==> src/sv/parallel_io_port_pair_defines.svh <==
// Assertion macros shared by the parallel I/O port pair RTL.
`ifndef PARALLEL_IO_PORT_PAIR_DEFINES_SVH
`define PARALLEL_IO_PORT_PAIR_DEFINES_SVH

`ifndef SYNTHESIS

// Clocked check, disabled while reset is asserted.
`define PIO_ASSERT_RST(label, clk, rst_n, prop) \
	label: assert property (@(posedge clk) disable iff (!rst_n) (prop)) \
		else $error("parallel_io_port_pair: check failed");

// Clocked check that also holds during reset.
`define PIO_ASSERT_ALWAYS(label, clk, prop) \
	label: assert property (@(posedge clk) (prop)) \
		else $error("parallel_io_port_pair: check failed");

`else

`define PIO_ASSERT_RST(label, clk, rst_n, prop)
`define PIO_ASSERT_ALWAYS(label, clk, prop)

`endif

`endif

==> src/sv/pio_pkg.sv <==
// Types and constants of the parallel I/O port pair.
`timescale 1ns / 1ps

package pio_pkg;

	// Port operating modes.
	typedef enum logic [1:0] {
		MODE_OUTPUT = 2'd0,
		MODE_INPUT  = 2'd1,
		MODE_BIDIR  = 2'd2,
		MODE_BITCTL = 2'd3
	} mode_t;

	// Control word expected next on a port.
	typedef enum logic [1:0] {
		PEND_NONE = 2'd0,
		PEND_DIR  = 2'd1,
		PEND_MASK = 2'd2
	} pend_t;

	// Bus access kinds.
	localparam logic OP_READ  = 1'b0;
	localparam logic OP_WRITE = 1'b1;

	// Low-nibble codes of control words.
	localparam logic [3:0] CW_MODE = 4'hf;
	localparam logic [3:0] CW_ICTL = 4'h7;
	localparam logic [3:0] CW_IEN  = 4'h3;

	// Bit positions inside control words.
	localparam int ICTL_MASK_FOLLOWS = 4;
	localparam int IEN_BIT           = 7;

	// Reset values.
	localparam logic [7:0] DIR_RESET = 8'hff;

endpackage

==> src/sv/parallel_io_port_pair.sv <==
// A transaction passes the input stage and then the result register.
// Throughput: one transaction per cycle unless the result register stalls; the port
// register update is decode logic between the input stage and the result register.
// Reset: arst_n clears both ports to input mode, all-input direction mask, zero
// latches and interrupt words, nothing pending, and empties the pipeline.
`timescale 1ns / 1ps
`include "parallel_io_port_pair_defines.svh"

module parallel_io_port_pair (
	input  logic       clk,
	input  logic       arst_n,
	input  logic       in_valid,
	output logic       in_ready,
	input  logic       opcode,
	input  logic [1:0] reg_offset,
	input  logic [7:0] write_data,
	input  logic [7:0] pin_level,
	output logic       out_valid,
	input  logic       out_ready,
	output logic [7:0] read_data,
	output logic       drive_valid,
	output logic       drive_port,
	output logic [7:0] drive_data
);

	// Input stage.
	logic       valid_s1;
	logic       opcode_s1;
	logic [1:0] reg_offset_s1;
	logic [7:0] write_data_s1;
	logic [7:0] pin_level_s1;

	// Per-port state.
	pio_pkg::mode_t mode_q [2];
	pio_pkg::pend_t pend_q [2];
	logic [7:0]     latch_q [2];
	logic [7:0]     dir_q [2];
	logic [7:0]     ictl_q [2];
	logic [7:0]     imask_q [2];
	logic [7:0]     ivec_q [2];

	pio_pkg::mode_t mode_d [2];
	pio_pkg::pend_t pend_d [2];
	logic [7:0]     latch_d [2];
	logic [7:0]     dir_d [2];
	logic [7:0]     ictl_d [2];
	logic [7:0]     imask_d [2];
	logic [7:0]     ivec_d [2];

	// Result register.
	logic       out_valid_q;
	logic [7:0] read_data_q;
	logic       drive_valid_q;
	logic       drive_port_q;
	logic [7:0] drive_data_q;

	logic           advance;
	logic           port_sel;
	logic           is_ctl;
	logic           is_wr;
	logic [7:0]     rd_val;
	logic           drv_val;
	pio_pkg::mode_t new_mode;

	// The input stage moves on when the result register is free or being emptied.
	assign advance  = valid_s1 && (!out_valid_q || out_ready);
	assign in_ready = !valid_s1 || advance;

	assign port_sel = reg_offset_s1[1];
	assign is_ctl   = reg_offset_s1[0];
	assign is_wr    = (opcode_s1 == pio_pkg::OP_WRITE);

	// Requested mode; port B cannot run bidirectional and falls back to bit control.
	always_comb begin
		new_mode = pio_pkg::mode_t'(write_data_s1[7:6]);
		if (new_mode == pio_pkg::MODE_BIDIR && port_sel)
			new_mode = pio_pkg::MODE_BITCTL;
	end

	// Read data path.
	always_comb begin
		rd_val = '0;
		if (!is_wr) begin
			if (is_ctl) begin
				rd_val = {ictl_q[0][7:6], 2'b00, ictl_q[1][7:4]};
			end else begin
				case (mode_q[port_sel])
					pio_pkg::MODE_OUTPUT: rd_val = latch_q[port_sel];
					pio_pkg::MODE_INPUT,
					pio_pkg::MODE_BIDIR:  rd_val = pin_level_s1;
					pio_pkg::MODE_BITCTL: begin
						rd_val = (pin_level_s1 & dir_q[port_sel]) |
							(latch_q[port_sel] & ~dir_q[port_sel]);
					end
					default:              rd_val = pin_level_s1;
				endcase
			end
		end
	end

	// A data write drives the pins unless the port is in input mode.
	assign drv_val = is_wr && !is_ctl && (mode_q[port_sel] != pio_pkg::MODE_INPUT);

	// Next-state decode for data and control writes.
	always_comb begin
		mode_d  = mode_q;
		pend_d  = pend_q;
		latch_d = latch_q;
		dir_d   = dir_q;
		ictl_d  = ictl_q;
		imask_d = imask_q;
		ivec_d  = ivec_q;
		if (is_wr && !is_ctl) begin
			latch_d[port_sel] = write_data_s1;
		end else if (is_wr && is_ctl) begin
			case (pend_q[port_sel])
				pio_pkg::PEND_DIR: begin
					dir_d[port_sel]  = write_data_s1;
					pend_d[port_sel] = pio_pkg::PEND_NONE;
				end
				pio_pkg::PEND_MASK: begin
					imask_d[port_sel] = write_data_s1;
					pend_d[port_sel]  = pio_pkg::PEND_NONE;
				end
				default: begin
					pend_d[port_sel] = pio_pkg::PEND_NONE;
					if (!write_data_s1[0]) begin
						ivec_d[port_sel] = write_data_s1;
					end else begin
						case (write_data_s1[3:0])
							pio_pkg::CW_MODE: begin
								mode_d[port_sel] = new_mode;
								if (new_mode == pio_pkg::MODE_BITCTL)
									pend_d[port_sel] = pio_pkg::PEND_DIR;
							end
							pio_pkg::CW_ICTL: begin
								ictl_d[port_sel] = write_data_s1;
								if (write_data_s1[pio_pkg::ICTL_MASK_FOLLOWS])
									pend_d[port_sel] = pio_pkg::PEND_MASK;
							end
							pio_pkg::CW_IEN: begin
								ictl_d[port_sel][pio_pkg::IEN_BIT] =
									write_data_s1[pio_pkg::IEN_BIT];
							end
							default: ;
						endcase
					end
				end
			endcase
		end
	end

	// Input stage valid flag.
	always_ff @(posedge clk or negedge arst_n) begin
		if (!arst_n) begin
			valid_s1 <= 1'b0;
		end else if (in_ready) begin
			valid_s1 <= in_valid;
		end
	end

	// Input stage payload.
	always_ff @(posedge clk) begin
		if (in_ready && in_valid) begin
			opcode_s1     <= opcode;
			reg_offset_s1 <= reg_offset;
			write_data_s1 <= write_data;
			pin_level_s1  <= pin_level;
		end
	end

	// Port state, updated as each transaction leaves the input stage.
	always_ff @(posedge clk or negedge arst_n) begin
		if (!arst_n) begin
			for (int i = 0; i < 2; i++) begin
				mode_q[i]  <= pio_pkg::MODE_INPUT;
				pend_q[i]  <= pio_pkg::PEND_NONE;
				latch_q[i] <= '0;
				dir_q[i]   <= pio_pkg::DIR_RESET;
				ictl_q[i]  <= '0;
				imask_q[i] <= '0;
				ivec_q[i]  <= '0;
			end
		end else if (advance) begin
			mode_q  <= mode_d;
			pend_q  <= pend_d;
			latch_q <= latch_d;
			dir_q   <= dir_d;
			ictl_q  <= ictl_d;
			imask_q <= imask_d;
			ivec_q  <= ivec_d;
		end
	end

	// Result register valid flag.
	always_ff @(posedge clk or negedge arst_n) begin
		if (!arst_n) begin
			out_valid_q <= 1'b0;
		end else if (advance) begin
			out_valid_q <= 1'b1;
		end else if (out_ready) begin
			out_valid_q <= 1'b0;
		end
	end

	// Result register payload.
	always_ff @(posedge clk) begin
		if (advance) begin
			read_data_q   <= rd_val;
			drive_valid_q <= drv_val;
			drive_port_q  <= drv_val & port_sel;
			drive_data_q  <= drv_val ? write_data_s1 : 8'h00;
		end
	end

	assign out_valid   = out_valid_q;
	assign read_data   = read_data_q;
	assign drive_valid = drive_valid_q;
	assign drive_port  = drive_port_q;
	assign drive_data  = drive_data_q;

	// A stalled result register must hold the input stage.
	`PIO_ASSERT_RST(a_stall_blocks_input, clk, arst_n,
		(valid_s1 && out_valid_q && !out_ready) |-> !in_ready)
	// A driving transaction is a write and returns no read data.
	`PIO_ASSERT_RST(a_drive_no_read, clk, arst_n,
		(out_valid && drive_valid) |-> (read_data == 8'h00))
	// Without a drive the drive fields read as zero.
	`PIO_ASSERT_RST(a_idle_drive_zero, clk, arst_n,
		(out_valid && !drive_valid) |-> (drive_port == 1'b0 && drive_data == 8'h00))
	// Port B never enters bidirectional mode, even before the first reset edge.
	`PIO_ASSERT_ALWAYS(a_port_b_not_bidir, clk,
		mode_q[1] !== pio_pkg::MODE_BIDIR)

endmodule
==> config.mk <==
export PLATFORM = sky130hd
export DESIGN_NAME = parallel_io_port_pair
export DESIGN_NICKNAME = d
export VERILOG_FILES = /design/src/sv/pio_pkg.sv /design/src/sv/parallel_io_port_pair.sv
export VERILOG_INCLUDE_DIRS = /design/src /design/src/sv
export SDC_FILE = /design/constraint.sdc
export NUM_CORES = 1
export LEC_CHECK = 0
export BUFFER_PORTS_ARGS = -buffer_cell sky130_fd_sc_hd__buf_2
export CAP_MARGIN = 20
export CORE_MARGIN = 2
export CORE_UTILIZATION = 52
export CTS_CLUSTER_DIAMETER = 40
export CTS_CLUSTER_SIZE = 40
export DETAILED_ROUTE_END_ITERATION = 12
export HOLD_SLACK_MARGIN = 0.12
export MAX_ROUTING_LAYER = met4
export PLACE_DENSITY = 0.86
export SLEW_MARGIN = 25
export SYNTH_ARGS = -nofsm -noshare
export SYNTH_HDL_FRONTEND = slang
export SYNTH_SLANG_ARGS = --single-unit
==> constraint.sdc <==
create_clock -name clk -period 2.23 [get_ports clk]
set_clock_uncertainty 0.1 [all_clocks]
set_input_delay 0.3345 -clock clk [delete_from_list [all_inputs] [get_ports clk]]
set_output_delay 0.3345 -clock clk [all_outputs]
set_load 0.05 [all_outputs]
Yosys cells after proc, flatten, opt, wreduce, memory -nomap -nowiden

Index checks and enable logic that the tools add are counted.

Register bits: 95
Input bits: 23
Output and inout bits: 20
Logic and storage cells: 107

$lt $le $gt $ge: 2
Eq/ne operators: 11
Muxes and demuxes: 34
Bitwise operators: 16
Reduce and logical (&&, ||, !) cells: 23

Operators by type and width:

| operator             | count |
|---|---|
| $mux W8              | 9 |
| $bwmux W16           | 4 |
| $pmux W16 S2         | 1 |
| $pmux W8 S3          | 1 |
| $and A8 B8 Y8        | 2 |
| $demux W8 S1         | 2 |
| $mux W2              | 8 |
| $mux W4              | 4 |
| $reduce_and A6 Y1    | 2 |
| $eq A2 B2 Y1 const B | 5 |
| $not A8 Y8           | 1 |
| $or A8 B8 Y8         | 1 |
| $pmux W4 S2          | 1 |
| $logic_and A1 B1 Y1  | 7 |
| $reduce_or A2 Y1     | 3 |
| $and A2 B2 Y2        | 2 |
| $and A4 B4 Y4        | 1 |
| $bwmux W4            | 1 |
| $eq A2 B1 Y1 const B | 2 |
| $eq A4 B2 Y1 const B | 1 |
| $eq A4 B3 Y1 const B | 1 |
| $eq A4 B4 Y1 const B | 1 |
| $not A2 Y2           | 2 |
| $not A4 Y4           | 1 |
| 16 further kinds     | 23 |

Logic depth before layout (Yosys ltp)

Gate-level depths: netlist of run 1.

Depth in word-level cells: 12
Mapped depth: 10
Gate-level depth less buffers: 7

Least setup slack after synthesis of run 1

No wires, ideal clock.

Kind: flip-flop to flip-flop
Start: reg out_valid_q (netlist: out_valid)
End: reg opcode_s1 (netlist: is_wr) (enable)
Setup time: 377 ps
Arrival: 1784 ps
Required time: 1753 ps
Setup slack: -31 ps
Stages on the path, launching flop included: 4
Buffers on the path: 0
Period minus slack after synthesis: 2261 ps
Cells stage by stage: dfrtp_1 nor2b_1 nand2_1 and2_1

Cells in the longest elaborated chain, start to end: 5

RTL lines:

| item                   | line                         | text |
|---|---|---|
| from (decl)            | parallel_io_port_pair.sv:51  | `logic out_valid_q;` |
| from (signal assigned) | parallel_io_port_pair.sv:198 | `out_valid_q <= 1'b0;` |
| from (signal assigned) | parallel_io_port_pair.sv:200 | `out_valid_q <= 1'b1;` |
| from (signal assigned) | parallel_io_port_pair.sv:202 | `out_valid_q <= 1'b0;` |
| $logic_not A1 Y1       | parallel_io_port_pair.sv:66  | `assign advance = valid_s1 && (!out_valid_q \|\| out_ready);` |
| $logic_or A1 B1 Y1     | parallel_io_port_pair.sv:66  |  |
| $logic_and A1 B1 Y1    | parallel_io_port_pair.sv:66  |  |
| $logic_or A1 B1 Y1     | parallel_io_port_pair.sv:67  | `assign in_ready = !valid_s1 \|\| advance;` |
| net in_ready           | parallel_io_port_pair.sv:13  | `output logic in_ready,` |
| $logic_and A1 B1 Y1    | parallel_io_port_pair.sv:164 | `if (in_ready && in_valid) begin` |
| to (signal assigned)   | parallel_io_port_pair.sv:165 | `opcode_s1 <= opcode;` |
| to (decl)              | parallel_io_port_pair.sv:28  | `logic opcode_s1;` |

The timed path passes the listed nets, and every way through them passes these cells.
A chain may end at the register's enable or synchronous reset.

Final worst setup path of run 1

Start: reg reg_offset_s1[1]
End: reg ictl_q[6] (netlist name)

Cells in the longest elaborated chain, start to end: 8
Elaborated cells between the ends (all ways): 18
Those cells by class: 2 x order compare; 2 x eq/ne; 9 x mux; 2 x bitwise; 3 x reduce/logical

RTL lines:

| item                                                | line                                                                                     | text |
|---|---|---|
| from (decl)                                         | parallel_io_port_pair.sv:29                                                              | `logic [1:0] reg_offset_s1;` |
| from (signal assigned)                              | parallel_io_port_pair.sv:166                                                             | `reg_offset_s1 <= reg_offset;` |
| $not A1 Y2 (implied by the code) *                  | parallel_io_port_pair.sv:116, parallel_io_port_pair.sv:137, parallel_io_port_pair.sv:142 |  |
| $mux W2 (implied by the code) (3 in a row)          | parallel_io_port_pair.sv:116                                                             | `case (pend_q[port_sel])` |
| $eq A2 B2 Y1 / $eq A2 B1 Y1 (equally long branches) | parallel_io_port_pair.sv:116                                                             |  |
| $reduce_or A2 Y1 (no line)                          | -                                                                                        |  |
| $not A1 Y1 (no line)                                | -                                                                                        |  |
| $reduce_and A6 Y1 (no line)                         | -                                                                                        |  |
| to (signal assigned)                                | parallel_io_port_pair.sv:189                                                             | `ictl_q <= ictl_d;` |
| to (decl)                                           | parallel_io_port_pair.sv:38                                                              | `logic [7:0] ictl_q [2];` |

Every way passes the cells marked *; elsewhere a longest branch is shown, timed or not. The select of a mux whose other input is x is not followed.

==> results of run 1 <==
-- cell usage after synthesis --
cell type / instances / area, sq um
dfstp_2: 18 / 473.0
nor2_1: 13 / 48.80
nor3_2: 2 / 20.02
mux2i_1: 22 / 220.2
o21ai_0: 9 / 45.04
nand2b_4: 1 / 13.76
a211oi_1: 2 / 15.01
clkbuf_1: 7 / 26.28
nand3_1: 4 / 20.02
nor2b_1: 3 / 18.77
nand2b_1: 3 / 18.77
a221oi_1: 6 / 52.55
inv_1: 5 / 18.77
ha_1: 4 / 50.05
nor2_8: 1 / 20.02
or3_1: 1 / 6.260
nand2_2: 2 / 12.51
mux2_2: 40 / 450.4
and2_1: 11 / 68.82
and4b_1: 1 / 10.01
mux2_4: 2 / 30.03
buf_1: 1 / 3.750
dfrtp_1: 30 / 750.7
or2_2: 1 / 6.260
nor4b_4: 1 / 23.77
o22ai_1: 7 / 43.79
buf_2: 3 / 15.01
o221a_2: 2 / 22.52
a21o_1: 1 / 7.510
nor3b_2: 2 / 25.02
buf_6: 1 / 11.26
buf_4: 1 / 7.510
a21oi_1: 20 / 100.1
nand2_1: 12 / 45.04
or2b_1: 1 / 7.510
nor2_4: 1 / 11.26
edfxtp_1: 37 / 1111
-- what timing repair did --
action                                 4_1_cts  5_1_grt
endpoints found under the hold margin       54        0
hold buffers                                21        0
setup endpoints to repair                    0        9
buffers inserted                             0        0
gates resized for setup                      0        4
-- per-layer routing --
layer	global-route usage (%)	wire length [um]
met1	26.98	3371
met2	34.60	3915
met3	6.119	446
met4	8.205	169
met5	-	0
-- power breakdown --
group | total [uW] | switching, uW | internal (uW) | leakage [uW]
logic | 764 | 401 | 363 | 0.000927
clock network | 1270 | 542 | 723 | 0.000116
registers | 2170 | 197 | 1970 | 0.000928
total | 4200 | 1140 | 3060 | 0.00197
-- sequential cells by signal (all words and copies together), names as in the netlist, 8 cells and up, named ones only --
register / cells
latch_q: 16
pin_level_s1: 8
read_data: 8
drive_data: 8
dir_q: 16
write_data_s1: 8
-- final timing paths --
check	cells past startpoint	endpoint	from	slack, ps
worst max-delay path	7	ictl_q[6]$_DFFE_PN0P_	reg_offset_s1[1]$_DFFE_PP_	110
worst min-delay path	3	out_valid$_DFFE_PN0P_	out_ready	170
worst max register to register	7	ictl_q[6]$_DFFE_PN0P_	reg_offset_s1[1]$_DFFE_PP_	110
worst min register to register	2	pend_q[1]$_DFFE_PN0P_	pend_q[1]$_DFFE_PN0P_	400
max in group asynchronous	3	dir_q[4]$_DFFE_PN1P_	arst_n	1170
min in group asynchronous	2	latch_q[3]$_DFFE_PN0P_	arst_n	280
-- through the flow --
step / util [%] / instances / total power, uW / hold WS [ps]
floorplan: - / 278 / 2703 / -61.09
global placement: 58.71 / 419 / 2878 / 131.7
detailed placement: 58.71 / 419 / 2925 / 139.9
CTS: 64.93 / 456 / 4213 / 167.7
global route: 65.13 / 456 / 4396 / 191.3
finish: 65.13 / 456 / 4197 / 173.9
-- area by class of cell --
| cell class | instances | area (sq um) |
|---|---|---|
| Fill cell | 512 | 2502 |
| Timing Repair Buffer | 76 | 530.5 |
| Tap cell | 99 | 123.9 |
| Clock inverter | 3 | 67.56 |
| Sequential cell | 85 | 2335 |
| Multi-Input combinational cell | 175 | 1429 |
| Inverter | 5 | 18.77 |
| Clock buffer | 13 | 168.9 |
-- cells by family (layout without fill, tap and decap cells) --
| family | Yosys count | count (layout) | share of synthesized area [%] |
|---|---|---|---|
| AOI/OAI and AO/OA | 47 | 47 | 7.479 |
| adders and majority gates | 4 | 4 | 1.306 |
| buffers and inverters | 18 | 97 | 2.155 |
| DFF | 85 | 85 | 60.94 |
| muxes | 64 | 64 | 18.29 |
| and+or+nand+nor | 60 | 60 | 9.830 |
-- worst reg2reg max path: stages, from the launching register on --
cell,delay (ps)
edfxtp_1,520
nand2_1,90
o21ai_0,100
ha_1,320
and4b_1,280
nand2_1,110
nor2_4,140
mux2_2,350
==> results_dict.tcl, run 1 <==
set metrics [dict create \
    status "finished, final reports clean" \
    fin_crit_sh_pct 95.14 \
    ys_seq_area_share_pct 60.94 \
    synthesis.nets 305 \
    cts_root_buf "clkbuf_8" \
    cts_buffers 9 \
    antenna_found_initial 0 \
    area_delta_synth_final_pct 21.98 \
    initial_utilization_pct 53.39 \
    min_period_ps 2122 \
    fmax_ghz 0.4713 \
    fin_tns_setup_ps 0 \
    cp-start-kind "flip-flop" \
    cts_tree "done" \
    synth_area_per_cell_sq_um 13.78 \
    slew_headroom_pct 39.80 \
    cap_violations 0 \
    h-tree-depth 3 \
    track_usage_pct 21.81 \
    crit_fanout 6 \
    clk_pin_slew_ps 80 \
    rows 31 \
    drive_gt1_share_pct 41.46 \
    endpoint_kind "flip-flop" \
    dp_hpwl_mm 5.373 \
    p_per_area_nw_per_um2 898.1 \
    drc_errors 0 \
    cp.required_ps 2380 \
    wl_per_cell_um 17.33 \
    antenna_cells 0 \
    min_path_type "input pin to flip-flop" \
    critPathKind "flip-flop to flip-flop" \
    postLayoutCellArea_sq_um 4673 \
    preCtsSetupSlack_ps 114.8 \
    synth.distinct_cells 37 \
    ys_ff_latch 85 \
    dieWidth_um 89.84 \
    layout.nets 379 \
    crit_family "simple AND/OR/NAND/NOR gates" \
    grt_overflow 0 \
    synthCells 278 \
    num_vias 2501 \
    drtAntennaViolNets 0 \
    firstDrtPassIters 5 \
    ys_warn_count 0 \
    cp_slowest_cell "edfxtp_1" \
    grt_pass1_vias 2622 \
    tightestPinTransition_ps 901.1 \
    layout_setup_ws_ps 108.3 \
    grt_pass1_wl_mm 13.15 \
    power.leakage_uw 0.001971 \
    die_area_sq_um 8070 \
    hold_violations 0 \
    num_io_pins 43 \
    wirelength_mm 7.901 \
    clk_path_buf_depth 2 \
    place.gp.congestion 0.8461 \
    path_cells "nand2_1, o21ai_0, ha_1, and4b_1, nand2_1, nor2_4, mux2_2" \
    crit_path_frequent_cell "nand2_1" \
    crit_path_max_incr_delay_ps 520 \
    clk_latency_ps 370 \
    avgViaCountPerCell 5.485 \
    arrival_ps 2270 \
    final_cell_mix "buf_2, mux2_2, edfxtp_1" \
    drt_iter0_markers 178 \
    final_common_cell "buf_2" \
    synth.cell_area_sq_um 3831 \
    critPathBufInv 0 \
    setup_viol 0 \
    peakVddDrop_mv 0.4826 \
    dieHeight_um 89.84 \
    grt_start_max_net_pins 26 \
    drv_slew 0 \
    core_sq_um 7176 \
    port_buffers 42 \
    clkSinkCount 85 \
    placed_area_sq_um 4213 \
]
(Power assumes the default switching activity.)
==> inputs of run 2 (changes only) <==
--- a/config.mk
+++ b/config.mk
@@ -6,16 +6,17 @@
 export SDC_FILE = /design/constraint.sdc
 export NUM_CORES = 1
 export LEC_CHECK = 0
+export ABC_AREA = 1
 export BUFFER_PORTS_ARGS = -buffer_cell sky130_fd_sc_hd__buf_2
 export CAP_MARGIN = 20
 export CORE_MARGIN = 2
-export CORE_UTILIZATION = 52
+export CORE_UTILIZATION = 53
 export CTS_CLUSTER_DIAMETER = 40
 export CTS_CLUSTER_SIZE = 40
 export DETAILED_ROUTE_END_ITERATION = 12
 export HOLD_SLACK_MARGIN = 0.12
 export MAX_ROUTING_LAYER = met4
-export PLACE_DENSITY = 0.86
+export PLACE_DENSITY = 0.87
 export SLEW_MARGIN = 25
 export SYNTH_ARGS = -nofsm -noshare
 export SYNTH_HDL_FRONTEND = slang
==> results_dict.tcl, run 2 <==
set metrics [dict create \
    status "finished, final reports clean" \
    final_core_util_pct 65.41 \
    ys.flop_type "edfxtp_1" \
    antenna_cells 0 \
    synth_edf_count 37 \
    hold_violations 0 \
    clkSinkCount 85 \
    num_io_pins 43 \
    preCtsSetupSlack_ps 156.1 \
    firstDrtPassIters 5 \
    swShare_pct 28.18 \
    fmax_ghz 0.4871 \
    synthCells 426 \
    comb_power_share_pct 18.8 \
    drt_iter0_markers 344 \
    num_vias 3149 \
    ys_seq_area_share_pct 58.19 \
    fin_cells 596 \
    layout.nets 519 \
    synth_top_area_cell "edfxtp_1" \
    crit_path_frequent_cell "nand2_1" \
    cts_root_buf "clkbuf_8" \
    path_cells "buf_4, nand2_1, o21ai_0, ha_1, nand2_1, nor3_4, nand2_2, nand2_1, nand2_1" \
    rows 31 \
    fin_tns_setup_ps 0 \
    reg_top3 "dir_q x16, latch_q x16" \
    synth_most_common_cell "nand2_1" \
    synth.distinct_cells 29 \
    antenna_found_initial 0 \
    wl_per_cell_um 14.33 \
    h-tree-depth 3 \
    grt_start_max_net_pins 49 \
    synthTopCellsByCount "nand2_1, inv_1, o21ai_0" \
    synth_area_per_cell_sq_um 9.419 \
    initial_utilization_pct 55.03 \
    dieWidth_um 91.01 \
    fillCellCount 613 \
    cp.required_ps 2380 \
    synth.cell_area_sq_um 4013 \
    min_period_ps 2053 \
    synthesis.nets 453 \
    dp.cells 559 \
    dp_hpwl_mm 5.894 \
    peakVddDrop_mv 0.4535 \
    arrival_ps 2210 \
    p_per_area_nw_per_um2 859.2 \
    core_sq_um 7292 \
    final_common_cell "nand2_1" \
    tightestPinTransition_ps 504.1 \
    cap_violations 0 \
    slew_headroom_pct 66.27 \
    cts_tree "done" \
    drtAntennaViolNets 0 \
    ys_async_sr_fraction_pct 56.47 \
    crit_path_max_incr_delay_ps 430 \
    cts_buffers 9 \
    port_buffers 42 \
    dieHeight_um 91.01 \
    intPower_uw 2943 \
    cts_setup_buffers 0 \
    die_area_sq_um 8283 \
    clk_pin_slew_ps 80 \
    switchingPower_uw 1155 \
    rsz0062_at_grt "no" \
    min_path_type "input pin to flip-flop" \
    layout_setup_ws_ps 177.2 \
    drc_errors 0 \
    grt_overflow 0 \
    crit_fanout 15 \
    area_delta_synth_final_pct 18.86 \
    final_cell_mix "nand2_1, inv_1, buf_2" \
    setup_viol 0 \
    cp-start-kind "flip-flop" \
    drive_gt1_share_pct 23.54 \
    fin_crit_sh_pct 92.06 \
    cp_slowest_cell "edfxtp_1" \
    power_frac_seq_pct 47.7 \
    ys_ff_latch 85 \
    clockPowerShare_pct 33.5 \
    clk_path_buf_depth 2 \
    power.leakage_uw 0.002220 \
    critPathBufInv 1 \
    track_usage_pct 22.87 \
    crit_family "simple AND/OR/NAND/NOR gates" \
    place.gp.congestion 0.8965 \
    wirelength_mm 8.541 \
    ys_warn_count 0 \
    drv_slew 0 \
    critPathKind "flip-flop to flip-flop" \
    avgViaCountPerCell 5.284 \
    endpoint_kind "flip-flop" \
    grt_pass1_vias 3036 \
    grt_pass1_wl_mm 14.19 \
    cts_resized 0 \
    synth_top_area_share_pct 27.69 \
    synth_area_leaders "edfxtp_1, dfrtp_1, nand2_1" \
    clk_latency_ps 360 \
]
run 2: worst reg2reg max path, delay by kind of cell, from the launching register on:
kind                       cells  cell delay [ps]
DFF                            1              430
and+or+nand+nor                6              800
AOI/OAI and AO/OA              1               80
adders and majority gates      1              320
buffers and inverters          1              210
run 2: per-layer routing:
metal	up-vias	GRT usage [%]	share of wire, %	routed length [um]
met5	-	-	0	0
met4	0	10.73	3.1	265
met3	23	3.983	6.8	584
met2	144	35.68	47	4003
met1	1460	29.38	43	3688
li1	1522	-	-	-
run 2: worst paths after layout:
kind | from | to | slack [ps] | depth (start not counted)
worst min register to register | mode_q[0]$_DFFE_PN1P_ | mode_q[0]$_DFFE_PN1P_ | 370 | 2
worst max register to register | reg_offset_s1[1]$_DFFE_PP_ | ictl_q[4]$_DFFE_PN0P_ | 180 | 9
max in group asynchronous | arst_n | mode_q[0]$_DFFE_PN1P_ | 1360 | 3
min in group asynchronous | arst_n | pend_q[3]$_DFFE_PN0P_ | 390 | 3
worst max-delay path | reg_offset_s1[1]$_DFFE_PP_ | ictl_q[4]$_DFFE_PN0P_ | 180 | 9
worst min-delay path | out_ready | out_valid$_DFFE_PN0P_ | 180 | 4
run 2: power by group through the flow:
stage          registers (uW)  logic (uW)  clock network [uW]
5_1_grt                  1980         851                1450
6_report                 1950         771                1370
2_1_floorplan            2120         384                   0
4_1_cts                  1950         767                1380
3_5_place_dp             1980         735                   0
3_3_place_gp             1970         704                   0
run 2: logic make-up (layout without fill, tap and decap cells):
kind of cell / Yosys count / in the layout / synth area share (%)
AND/OR/NAND/NOR: 198 / 198 / 21.89
flip-flops: 85 / 85 / 58.19
AO/OA/AOI/OAI: 74 / 74 / 11.23
buffers and inverters: 65 / 136 / 7.452
adder cells (fa/ha/maj): 4 / 4 / 1.247
run 2: layout make-up:
type / count / area [sq um] / area share, %
flip-flops and latches: 85 / 2335 / 48.95
multi-input cells: 276 / 1379 / 28.91
repair buffers: 71 / 493.0 / 10.34
inverters: 49 / 183.9 / 3.856
clock buffers: 12 / 135.1 / 2.833
well taps: 99 / 123.9 / 2.597
clock inverters: 4 / 120.1 / 2.518
run 2: repair_timing:
| action | 4_1_cts | 5_1_grt |
|---|---|---|
| setup endpoints to repair | 0 | 4 |
| hold endpoints to repair | 68 | 0 |
| hold buffers | 21 | 0 |
run 2: through the flow:
step | instance area [sq um] | hold slack (ps) | power [uW]
2_1_floorplan | 4013 | -61.09 | 2504
3_3_place_gp | 4304 | 237.3 | 2679
3_5_place_dp | 4304 | 241.1 | 2717
4_1_cts | 4770 | 169.4 | 4102
5_1_grt | 4770 | 185.3 | 4280
6_report | 4770 | 178.7 | 4098
==> inputs of run 3 (changes only) <==
--- a/config.mk
+++ b/config.mk
@@ -16,7 +16,7 @@
 export DETAILED_ROUTE_END_ITERATION = 12
 export HOLD_SLACK_MARGIN = 0.12
 export MAX_ROUTING_LAYER = met4
-export PLACE_DENSITY = 0.87
+export PLACE_DENSITY = 0.84
 export SLEW_MARGIN = 25
 export SYNTH_ARGS = -nofsm -noshare
 export SYNTH_HDL_FRONTEND = slang
==> constraint.sdc (replaced) <==
create_clock -name clk -period 2.6 [get_ports clk]
set_clock_uncertainty 0.1 [all_clocks]
set_input_delay 0.39 -clock clk [delete_from_list [all_inputs] [get_ports clk]]
set_output_delay 0.39 -clock clk [all_outputs]
set_load 0.05 [all_outputs]
==> results_dict.tcl, run 3 (synthesis results as in run 2) <==
set metrics [dict create \
    status "finished, final reports clean" \
    final_common_cell "nand2_1" \
    grt_pass1_wl_mm 14.28 \
    hp-start "in_valid" \
    rows 31 \
    antenna_cells 0 \
    clk_latency_ps 360 \
    initial_utilization_pct 55.03 \
    grt_start_max_net_pins 30 \
    whs_ps 140.6 \
    min_path_type "input pin to flip-flop" \
    cts_root_buf "clkbuf_8" \
    drc_errors 0 \
    endpoint_kind "flip-flop" \
    whs_path_depth 3 \
    core_sq_um 7292 \
    hold_path_end "valid_s1$_DFFE_PN0N_" \
    dieWidth_um 91.01 \
    h-tree-depth 3 \
    worstRegToRegCells 9 \
    reg2reg_slack_ps 400 \
    clk_pin_slew_ps 80 \
    drv_slew 0 \
    place.gp.congestion 0.9600 \
    peakVddDrop_mv 0.3372 \
    clk_path_buf_depth 2 \
    cts_buffers 9 \
    grt_pass1_vias 2898 \
    drive_gt1_share_pct 23.48 \
    layout.nets 516 \
    area_delta_synth_final_pct 15.43 \
    regToRegEndpoint "ictl_q[6]$_DFFE_PN0P_" \
    setup_viol 0 \
    arrival_ps 2360 \
    critPathKind "flip-flop to flip-flop" \
    port_buffers 42 \
    postLayoutCellArea_sq_um 4632 \
    drt_iter0_markers 273 \
    cts_tree "done" \
    dp_hpwl_mm 5.944 \
    die_area_sq_um 8283 \
    antenna_found_initial 0 \
    fillCellCount 634 \
    rsz0062_at_grt "no" \
    tightestPinTransition_ps 705.3 \
    wl_per_cell_um 14.42 \
    track_usage_pct 23.00 \
    hold_violations 0 \
    crit_fanout 26 \
    final_core_util_pct 63.52 \
    min_period_ps 2201 \
    placed_area_sq_um 4284 \
    firstDrtPassIters 5 \
    slew_headroom_pct 52.93 \
    reg_top3 "dir_q x16, latch_q x16" \
    num_vias 3045 \
    p_per_area_nw_per_um2 672.8 \
    fin_tns_setup_ps 0 \
    cts_resized 0 \
    power.leakage_uw 0.002157 \
    cp.required_ps 2760 \
    clkSinkCount 85 \
    final-seq-area_sq_um 2335 \
    multi_input_area_sq_um 1379 \
    cp-start-kind "flip-flop" \
    grt_overflow 0 \
    fin_crit_sh_pct 84.66 \
    dieHeight_um 91.01 \
    cap_violations 0 \
    num_io_pins 43 \
    fmax_ghz 0.4543 \
    avgViaCountPerCell 5.135 \
    final_cell_mix "nand2_1, inv_1, buf_2" \
    drtAntennaViolNets 0 \
    wirelength_mm 8.551 \
    rr_startpoint "reg_offset_s1[1]$_DFFE_PP_" \
]
-- run 3: changes by cell type in the layout (fill, tap and decap cells not counted) --
cell           before  now
bufinv_16           4    0
clkinv_2            0    3
clkbuf_1            3    1
clkinv_1            1    3
dlygate4sd3_1      21   19
buf_12              1    0
clkinvlp_4          0    1
-- run 3: critical path, cell delays in order, from the launching register on --
cell,delay (ps)
edfxtp_1,400
buf_4,230
nand2_1,90
o21ai_0,80
ha_1,350
nand2_1,130
nor3_4,440
nand2_2,120
nand2_1,100
nand2_1,50
-- run 3: worst max path at each step --
stage	from	endpoint	slack [ps]	depth (start not counted)
final	reg_offset_s1[1]$_DFFE_PP_	ictl_q[6]$_DFFE_PN0P_	400	9
after global routing	reg_offset_s1[1]$_DFFE_PP_	ictl_q[6]$_DFFE_PN0P_	260	9
after CTS	reg_offset_s1[1]$_DFFE_PP_	ictl_q[6]$_DFFE_PN0P_	430	9
after detailed placement	reg_offset_s1[1]$_DFFE_PP_	ictl_q[6]$_DFFE_PN0P_	460	9
after global placement	reg_offset_s1[1]$_DFFE_PP_	ictl_q[5]$_DFFE_PN0P_	570	9
after floorplan	reg_offset_s1[1]$_DFFE_PP_	read_data[4]$_SDFFCE_PP0N_	400	11
-- run 3: final cells by class --
class / count / area share (%)
clock buffer: 10 / 2.755
multi-input combinational: 276 / 29.77
sequential: 85 / 50.41
tap: 99 / 2.674
clock inverter: 6 / 0.6483
inverter: 49 / 3.971
timing repair buffer: 68 / 9.778
-- run 3: per-layer routing --
| layer | part of all wire [%] | vias to the layer above | GRT usage (%) |
|---|---|---|---|
| met2 | 48 | 108 | 36.60 |
| met5 | 0 | - | - |
| li1 | - | 1513 | - |
| met1 | 45 | 1406 | 30.54 |
| met3 | 4.7 | 18 | 3.071 |
| met4 | 2.1 | 0 | 8.460 |
-- run 3: where the power goes --
group / switching (uW) / internal, uW / leakage, uW
clock: 456 / 336 / 0.0000809
combinational: 457 / 191 / 0.00114
sequential: 85.6 / 1590 / 0.000940
total: 998 / 2120 / 0.00216
-- run 3: metrics by stage --
step                      setup slack, ps  total power [uW]  instances
after CTS                           431.5              3116        593
after floorplan                     403.3              2148        426
after global routing                258.4              3270        593
after global placement              568.0              2302        558
final                               398.8              3116        593
after detailed placement            459.1              2323        558
-- run 3: timing repair --
item | 4_1_cts | 5_1_grt
hold endpoints to repair | 27 | 0
hold buffers | 19 | 0
buffers inserted | 0 | 0
